**src/hw/rtl/rainbow_reduce_index_to_plain_core_macros.svh**
```systemverilog
// Assertion macros used by the checked datapath module of the reduction core.
`ifndef RAINBOW_REDUCE_INDEX_TO_PLAIN_CORE_MACROS_SVH
`define RAINBOW_REDUCE_INDEX_TO_PLAIN_CORE_MACROS_SVH

// Same-cycle implication, disabled while reset is held.
`define RRIP_ASSERT_IMP(label, clk, rst_n, ante, cons) \
    label: assert property (@(posedge clk) disable iff (!rst_n) (ante) |-> (cons)) \
        else $error("rrip assertion failed");

// Next-cycle implication, disabled while reset is held.
`define RRIP_ASSERT_NEXT(label, clk, rst_n, ante, cons) \
    label: assert property (@(posedge clk) disable iff (!rst_n) (ante) |=> (cons)) \
        else $error("rrip assertion failed");

`endif

```
**src/hw/rtl/rrip_pkg.sv**
```systemverilog
package rrip_pkg;

    localparam int MAX_LEN       = 16;
    localparam int CHARSET_DEPTH = 256;
    localparam int REDUCE_SHIFT  = 16;

    localparam logic [1:0] CFG_CHARSET_LEN  = 2'd0;
    localparam logic [1:0] CFG_PLAIN_MIN    = 2'd1;
    localparam logic [1:0] CFG_PLAIN_MAX    = 2'd2;
    localparam logic [1:0] CFG_TABLE_INDEX  = 2'd3;

    typedef enum logic [1:0] {
        CMD_LOAD  = 2'd0,
        CMD_PREP  = 2'd1,
        CMD_HASH  = 2'd2,
        CMD_PLAIN = 2'd3
    } cmd_t;

    typedef enum logic [2:0] {
        ST_OK        = 3'd0,
        ST_BAD_RANGE = 3'd1,
        ST_OVERFLOW  = 3'd2,
        ST_NOT_PREP  = 3'd3,
        ST_IDX_RANGE = 3'd4
    } status_t;

    typedef enum logic [1:0] {
        OUT_ZERO = 2'd0,
        OUT_ACC  = 2'd1,
        OUT_REM  = 2'd2,
        OUT_CHAR = 2'd3
    } out_kind_t;

    // Commands from the controller to the datapath.
    typedef struct packed {
        logic      lat;
        logic      cs_init_we;
        logic [7:0] cs_init_addr;
        logic      cs_we;
        logic      clr_prep;
        logic      set_prep;
        logic      prep_start;
        logic      prep_mul;
        logic      prep_add;
        logic      srch_start;
        logic      srch_step;
        logic      srch_take;
        logic      div_start;
        logic      div_sel;
        logic      digit_take;
        logic      out_load;
        status_t   out_status;
        out_kind_t out_kind;
    } ctrl_t;

    // Status from the datapath to the controller.
    typedef struct packed {
        cmd_t cmd;
        logic range_bad;
        logic mul_ovf;
        logic add_carry;
        logic below_min;
        logic at_max;
        logic prepared;
        logic idx_too_big;
        logic idx_ge_space;
        logic pos_zero;
        logic div_busy;
        logic out_free;
    } stat_t;

endpackage

```
**src/hw/rtl/rrip_ctrl.sv**
```systemverilog
module rrip_ctrl (
    input  logic            aclk,
    input  logic            aresetn,
    input  logic            s_tvalid,
    output logic            s_tready,
    input  rrip_pkg::stat_t stat,
    output rrip_pkg::ctrl_t ctrl
);

    typedef enum logic [3:0] {
        S_INIT, S_IDLE, S_DISP, S_PMUL, S_PADD, S_MODW,
        S_SRCH, S_CDIV, S_CWAIT, S_CEMIT, S_EMIT
    } state_t;

    state_t               state_reg, state_next;
    logic [7:0]           init_cnt_reg;
    rrip_pkg::status_t    emit_status_reg, emit_status_next;
    rrip_pkg::out_kind_t  emit_kind_reg, emit_kind_next;

    assign s_tready = state_reg == S_IDLE;

    always_comb begin
        ctrl             = '0;
        ctrl.cs_init_addr = init_cnt_reg;
        ctrl.out_status  = emit_status_reg;
        ctrl.out_kind    = emit_kind_reg;
        state_next       = state_reg;
        emit_status_next = emit_status_reg;
        emit_kind_next   = emit_kind_reg;
        case (state_reg)
            S_INIT: begin
                ctrl.cs_init_we = 1'b1;
                if (init_cnt_reg == 8'hFF) begin
                    state_next = S_IDLE;
                end
            end
            S_IDLE: begin
                if (s_tvalid) begin
                    ctrl.lat   = 1'b1;
                    state_next = S_DISP;
                end
            end
            S_DISP: begin
                emit_status_next = rrip_pkg::ST_OK;
                emit_kind_next   = rrip_pkg::OUT_ZERO;
                state_next       = S_EMIT;
                case (stat.cmd)
                    rrip_pkg::CMD_LOAD: ctrl.cs_we = 1'b1;
                    rrip_pkg::CMD_PREP: begin
                        ctrl.clr_prep = 1'b1;
                        if (stat.range_bad) begin
                            emit_status_next = rrip_pkg::ST_BAD_RANGE;
                        end else begin
                            ctrl.prep_start = 1'b1;
                            state_next      = S_PMUL;
                        end
                    end
                    rrip_pkg::CMD_HASH: begin
                        if (!stat.prepared) begin
                            emit_status_next = rrip_pkg::ST_NOT_PREP;
                        end else begin
                            ctrl.div_start = 1'b1;
                            state_next     = S_MODW;
                        end
                    end
                    default: begin
                        if (!stat.prepared) begin
                            emit_status_next = rrip_pkg::ST_NOT_PREP;
                        end else if (stat.idx_too_big) begin
                            emit_status_next = rrip_pkg::ST_IDX_RANGE;
                        end else begin
                            ctrl.srch_start = 1'b1;
                            state_next      = S_SRCH;
                        end
                    end
                endcase
            end
            S_PMUL: begin
                ctrl.prep_mul = 1'b1;
                state_next    = S_PADD;
            end
            S_PADD: begin
                if (stat.mul_ovf || (!stat.below_min && stat.add_carry)) begin
                    emit_status_next = rrip_pkg::ST_OVERFLOW;
                    state_next       = S_EMIT;
                end else begin
                    ctrl.prep_add = 1'b1;
                    if (stat.at_max) begin
                        ctrl.set_prep    = 1'b1;
                        emit_kind_next   = rrip_pkg::OUT_ACC;
                        state_next       = S_EMIT;
                    end else begin
                        state_next = S_PMUL;
                    end
                end
            end
            S_MODW: begin
                if (!stat.div_busy) begin
                    emit_kind_next = rrip_pkg::OUT_REM;
                    state_next     = S_EMIT;
                end
            end
            S_SRCH: begin
                if (stat.idx_ge_space) begin
                    ctrl.srch_take = 1'b1;
                    state_next     = S_CDIV;
                end else begin
                    ctrl.srch_step = 1'b1;
                end
            end
            S_CDIV: begin
                ctrl.div_start = 1'b1;
                ctrl.div_sel   = 1'b1;
                state_next     = S_CWAIT;
            end
            S_CWAIT: begin
                ctrl.div_sel = 1'b1;
                if (!stat.div_busy) begin
                    ctrl.digit_take = 1'b1;
                    state_next      = S_CEMIT;
                end
            end
            S_CEMIT: begin
                ctrl.out_status = rrip_pkg::ST_OK;
                ctrl.out_kind   = rrip_pkg::OUT_CHAR;
                ctrl.div_sel    = 1'b1;
                if (stat.out_free) begin
                    ctrl.out_load = 1'b1;
                    if (stat.pos_zero) begin
                        state_next = S_IDLE;
                    end else begin
                        ctrl.div_start = 1'b1;
                        state_next     = S_CWAIT;
                    end
                end
            end
            S_EMIT: begin
                if (stat.out_free) begin
                    ctrl.out_load = 1'b1;
                    state_next    = S_IDLE;
                end
            end
            default: state_next = S_IDLE;
        endcase
    end

    always_ff @(posedge aclk) begin
        if (!aresetn) begin
            state_reg       <= S_INIT;
            init_cnt_reg    <= 8'd0;
            emit_status_reg <= rrip_pkg::ST_OK;
            emit_kind_reg   <= rrip_pkg::OUT_ZERO;
        end else begin
            state_reg       <= state_next;
            emit_status_reg <= emit_status_next;
            emit_kind_reg   <= emit_kind_next;
            if (state_reg == S_INIT) begin
                init_cnt_reg <= init_cnt_reg + 8'd1;
            end
        end
    end

endmodule

```
**config.mk**
```make
export PLATFORM = sky130hd
export DESIGN_NAME = rrip_ctrl
export DESIGN_NICKNAME = d
export VERILOG_FILES = /design/src/hw/rtl/rainbow_reduce_index_to_plain_core_macros.svh /design/src/hw/rtl/rrip_pkg.sv /design/src/hw/rtl/rrip_ctrl.sv
export SDC_FILE = /design/constraint.sdc
export NUM_CORES = 1
export LEC_CHECK = 0
export CORE_MARGIN = 3
export CORE_UTILIZATION = 60
export CTS_BUF_LIST = sky130_fd_sc_hd__clkbuf_4 sky130_fd_sc_hd__clkbuf_8 sky130_fd_sc_hd__clkbuf_16
export DETAILED_ROUTE_END_ITERATION = 10
export DONT_BUFFER_PORTS = 1
export GPL_TIMING_DRIVEN = 0
export PLACE_DENSITY = 0.76
export SLEW_MARGIN = 25
export SYNTH_ARGS = -nofsm -noshare
export SYNTH_HDL_FRONTEND = slang
export SYNTH_SLANG_ARGS = --single-unit
```
**constraint.sdc**
```tcl
create_clock -name aclk -period 2.1 [get_ports aclk]
set_clock_uncertainty 0.15 [all_clocks]
set_input_delay 0.21 -clock aclk [delete_from_list [all_inputs] [get_ports aclk]]
set_output_delay 0.21 -clock aclk [all_outputs]
set_load 0.05 [all_outputs]
```
==> summary.md <==
| Metric | Value |
|---|---|
| Critical path depth | 4 |
| Distinct cells, synth | 42 |
| Slew HR | 43.5% |
| RSZ-0062 raised after global routing | true |
| Highest clock rate | 459 MHz |
| Syn_area_per_cell | 7.43 um^2 |
| Yosys Warn Count | 0 |
| CP Launch Type | flop |
| TNS Setup | -245 ps |
| H-tree lvl count | 1 |
| Final Non-Filler Cells | roughly 210 |
| Worst-Margin Slew | 844 ps |
| Final setup margin | -80.8 ps |
| Register Area | ~350 um^2 |
| Initial antenna violation count | 0 |
| Pwr dens | about 350 nW/um^2 |
| Hold slack | 24.9 ps |
| Leakage dissipation | 0.596 nW |
| Post-DP HPWL | around 2400 um |
| Pins Over Slew Limit | 0 |
| Hold path depth | 3 |
| IR drop worst, VDD | 0.491 mV |
| Clock tree buffer depth | 2 |
| Multi-input logic area | 953 um^2 |
| Most frequent cells in the layout | nor2_1, a21oi_1, dfxtp_1, buf_6, buf_4 |
| CTS tree | built |
| # setup viols final | 7 |
| CTS buffer count | 3 |
| Top cell type's share of synthesized area | 27.8% |
| Met3 GRT Util | 8.16% |
| Die Wd | 51.2 um |
| Crit-path cells | nand2b_4, or3_4, nor2_4, and2_4 |
| DR vias/cell | 6.85 |
| Congestion Overflow GR | 0 |
| Place WS | -381 ps |
| Hold Crit Class | in -> reg |
| Synth top area cells | dfxtp_1, nor2_1, a21oi_1, nand2b_1, nor3_1 |
| DRT Pass-1 Iters | 5 |
| Routed Antenna Nets | 0 |
| Post-synthesis cell area | 1230 um^2 |
| Initial core utilization | 67.4% |
| CTS Sinks | 17 |
| Total Wirelength | 4050 um |
| I/O Pins | between 40 and 50 |
| Net count, final | 202 |
| GRT Overall Usage | 28.8% |
| Max incr delay on CP | about 380 ps |
| # fillers | 90 |
| Failing checks | negative setup slack |
| CP delay by family, top | simple AND/OR/NAND/NOR gates |
| Layout cells sized above 1 | between 30% and 40% |
| Chip height | 51.2 um |
| DRC | 0 |
| Mapped Nets | 182 |
| Met2 Usage GRT | 48.3% |
| Critical-path top delay cell | dfxtp_4 |
| Gate Count Post-Synth | ~170 |
| Critical Path RT | roughly 1700 ps |
| Core Area | 1820 um^2 |
| Area grow syn2layout | 31.3% |
| Largest area contributor in the netlist | dfxtp_1 |
| Run status | finished with violations |
| N_diodes | 0 |
| # rows | 15 |
| Post-synth EDFFs | 0 |
| Fin. Hold Viols | 0 |
| Reg-to-reg slack, setup | -30 ps |
| Die area | 2620 um^2 |
| Cells on worst reg2reg path | 7 |
| Worst-Skew Late Latency | 290 ps |
| Primary FF master, synth | dfxtp_1 |
| Gr busiest metal | met2 |
| Critical path endpoint category | primary output |
| Initial DRC count | 105 |
| Largest net degree at the start of global routing | 11 |
| Placed Area | 1330 um^2 |
| IO buf count | 0 |
| GP Congestion | 0.945 |
| Final worst path period share | 104% |
| Worst path arrival time | 1820 ps |
| First-pass GRT wire length | ~5700 um |
| Critical path class | reg -> out |
| Max Fanout on Critical Path | 4 |
| Asr flop ratio synth | 0% |
| DR vias | 1432 |
| Clock-pin transition on the worst setup and hold timing paths | around 100 ps |
| Met1 GRT Util | 35.3% |
| Buf/Inv on CP | 0 |
| Design area | 1610 um^2 |
| Post-synthesis sequential area ratio | 27.8% |
| Avg WL per Cell | 19.4 um |
| Synth Register Bits | 17 |
| Commonest non-fill, non-tap cell in the layout | nor2_1 |
| Min Tclk post-route | 2180 ps |
| Max Cap Violations | 0 |
| Cells after DPL | 192 |
| Vias in the first global route | 1241 |
| Largest register FFs | 8 |
| Root Driver | clkbuf_4 |
[synth_stat cells (2+ instances only)]
| cell type | instances |
|---|---|
| o211ai_1 | 2 |
| nor3b_1 | 4 |
| nand3_1 | 5 |
| o21a_1 | 2 |
| mux2i_1 | 2 |
| o21ai_0 | 9 |
| nor2_1 | 21 |
| nand4_1 | 3 |
| nand3b_1 | 3 |
| inv_1 | 5 |
| and3_1 | 3 |
| buf_2 | 4 |
| clkbuf_1 | 4 |
| o311ai_0 | 2 |
| a211o_1 | 2 |
| nand2b_1 | 8 |
| and2_1 | 4 |
| nor3_1 | 9 |
| and3b_1 | 2 |
| nor2b_1 | 5 |
| nand2_1 | 7 |
| dfxtp_1 | 17 |
| or2_2 | 2 |
| a21oi_1 | 14 |
| or3_1 | 5 |
| buf_1 | 2 |
| xor2_1 | 4 |
[worst register-to-register path: cells and delay by family, from the launching register on]
family / cells / cell delay [ps]
AOI/OAI and AO/OA: 1 / 150
DFF: 1 / 380
buffers and inverters: 3 / 500
and+or+nand+nor: 3 / 880
[metrics by stage]
stage / total power, W / utilization (%)
after global placement: 0.000387 / 71.1
after detailed placement: 0.000390 / 73.1
final: 0.000563 / 88.5
after global routing: 0.000589 / 88.5
after CTS: 0.000561 / 83.3
after floorplan: 0.000382 / -
[where the power goes]
part	leakage [nW]	switching [W]	internal, W
Sequential	0.140	0.0000264	0.000327
Clock	0.0177	0.000103	0.0000709
Combinational	0.438	0.0000196	0.0000163
Total	0.596	0.000149	0.000414
[final timing paths]
path / startpoint / endpoint
worst max-delay path: state_reg[3] / ctrl[15]
worst min-delay path: stat[5] / emit_status_reg[1]
worst max register to register: state_reg[3] / init_cnt_reg[7]
worst min register to register: emit_status_reg[1] / emit_status_reg[1]
[timing repair]
item,4_1_cts,5_1_grt
gates cloned,0,0
setup buffers,4,8
hold buffers,2,1
pin swaps,7,9
setup endpoints to repair,19,17
endpoints found under the hold margin,3,1
resized for setup,37,11
[cells by family after synthesis]
family | count (synthesis) | synth area share (%)
flops | 17 | 27.8
mux | 2 | 1.63
fa+ha+maj | 1 | 1.02
xor+xnor | 5 | 3.57
compound gates | 37 | 18.6
buf+inv | 16 | 5.92
simple gates | 87 | 41.5
[layer usage]
metal  vias up  part of all wire [%]  wire (um)
met3        26                    11        458
met5         -                     0          0
met1       648                    36       1480
li1        630                     -          -
met4         0                   4.2        169
met2       128                    48       1950
[final cells by class]
type / count / area share, %
buffer: 9 / 4.66
clock buffer: 3 / 1.40
clock inverter: 1 / 0.311
inverter: 5 / 1.17
multi-input combinational: 132 / 59.2
sequential: 17 / 21.8
tap: 25 / 1.94
timing repair buffer: 17 / 9.56
No activity file was read; power rests on OpenSTA's default activity.
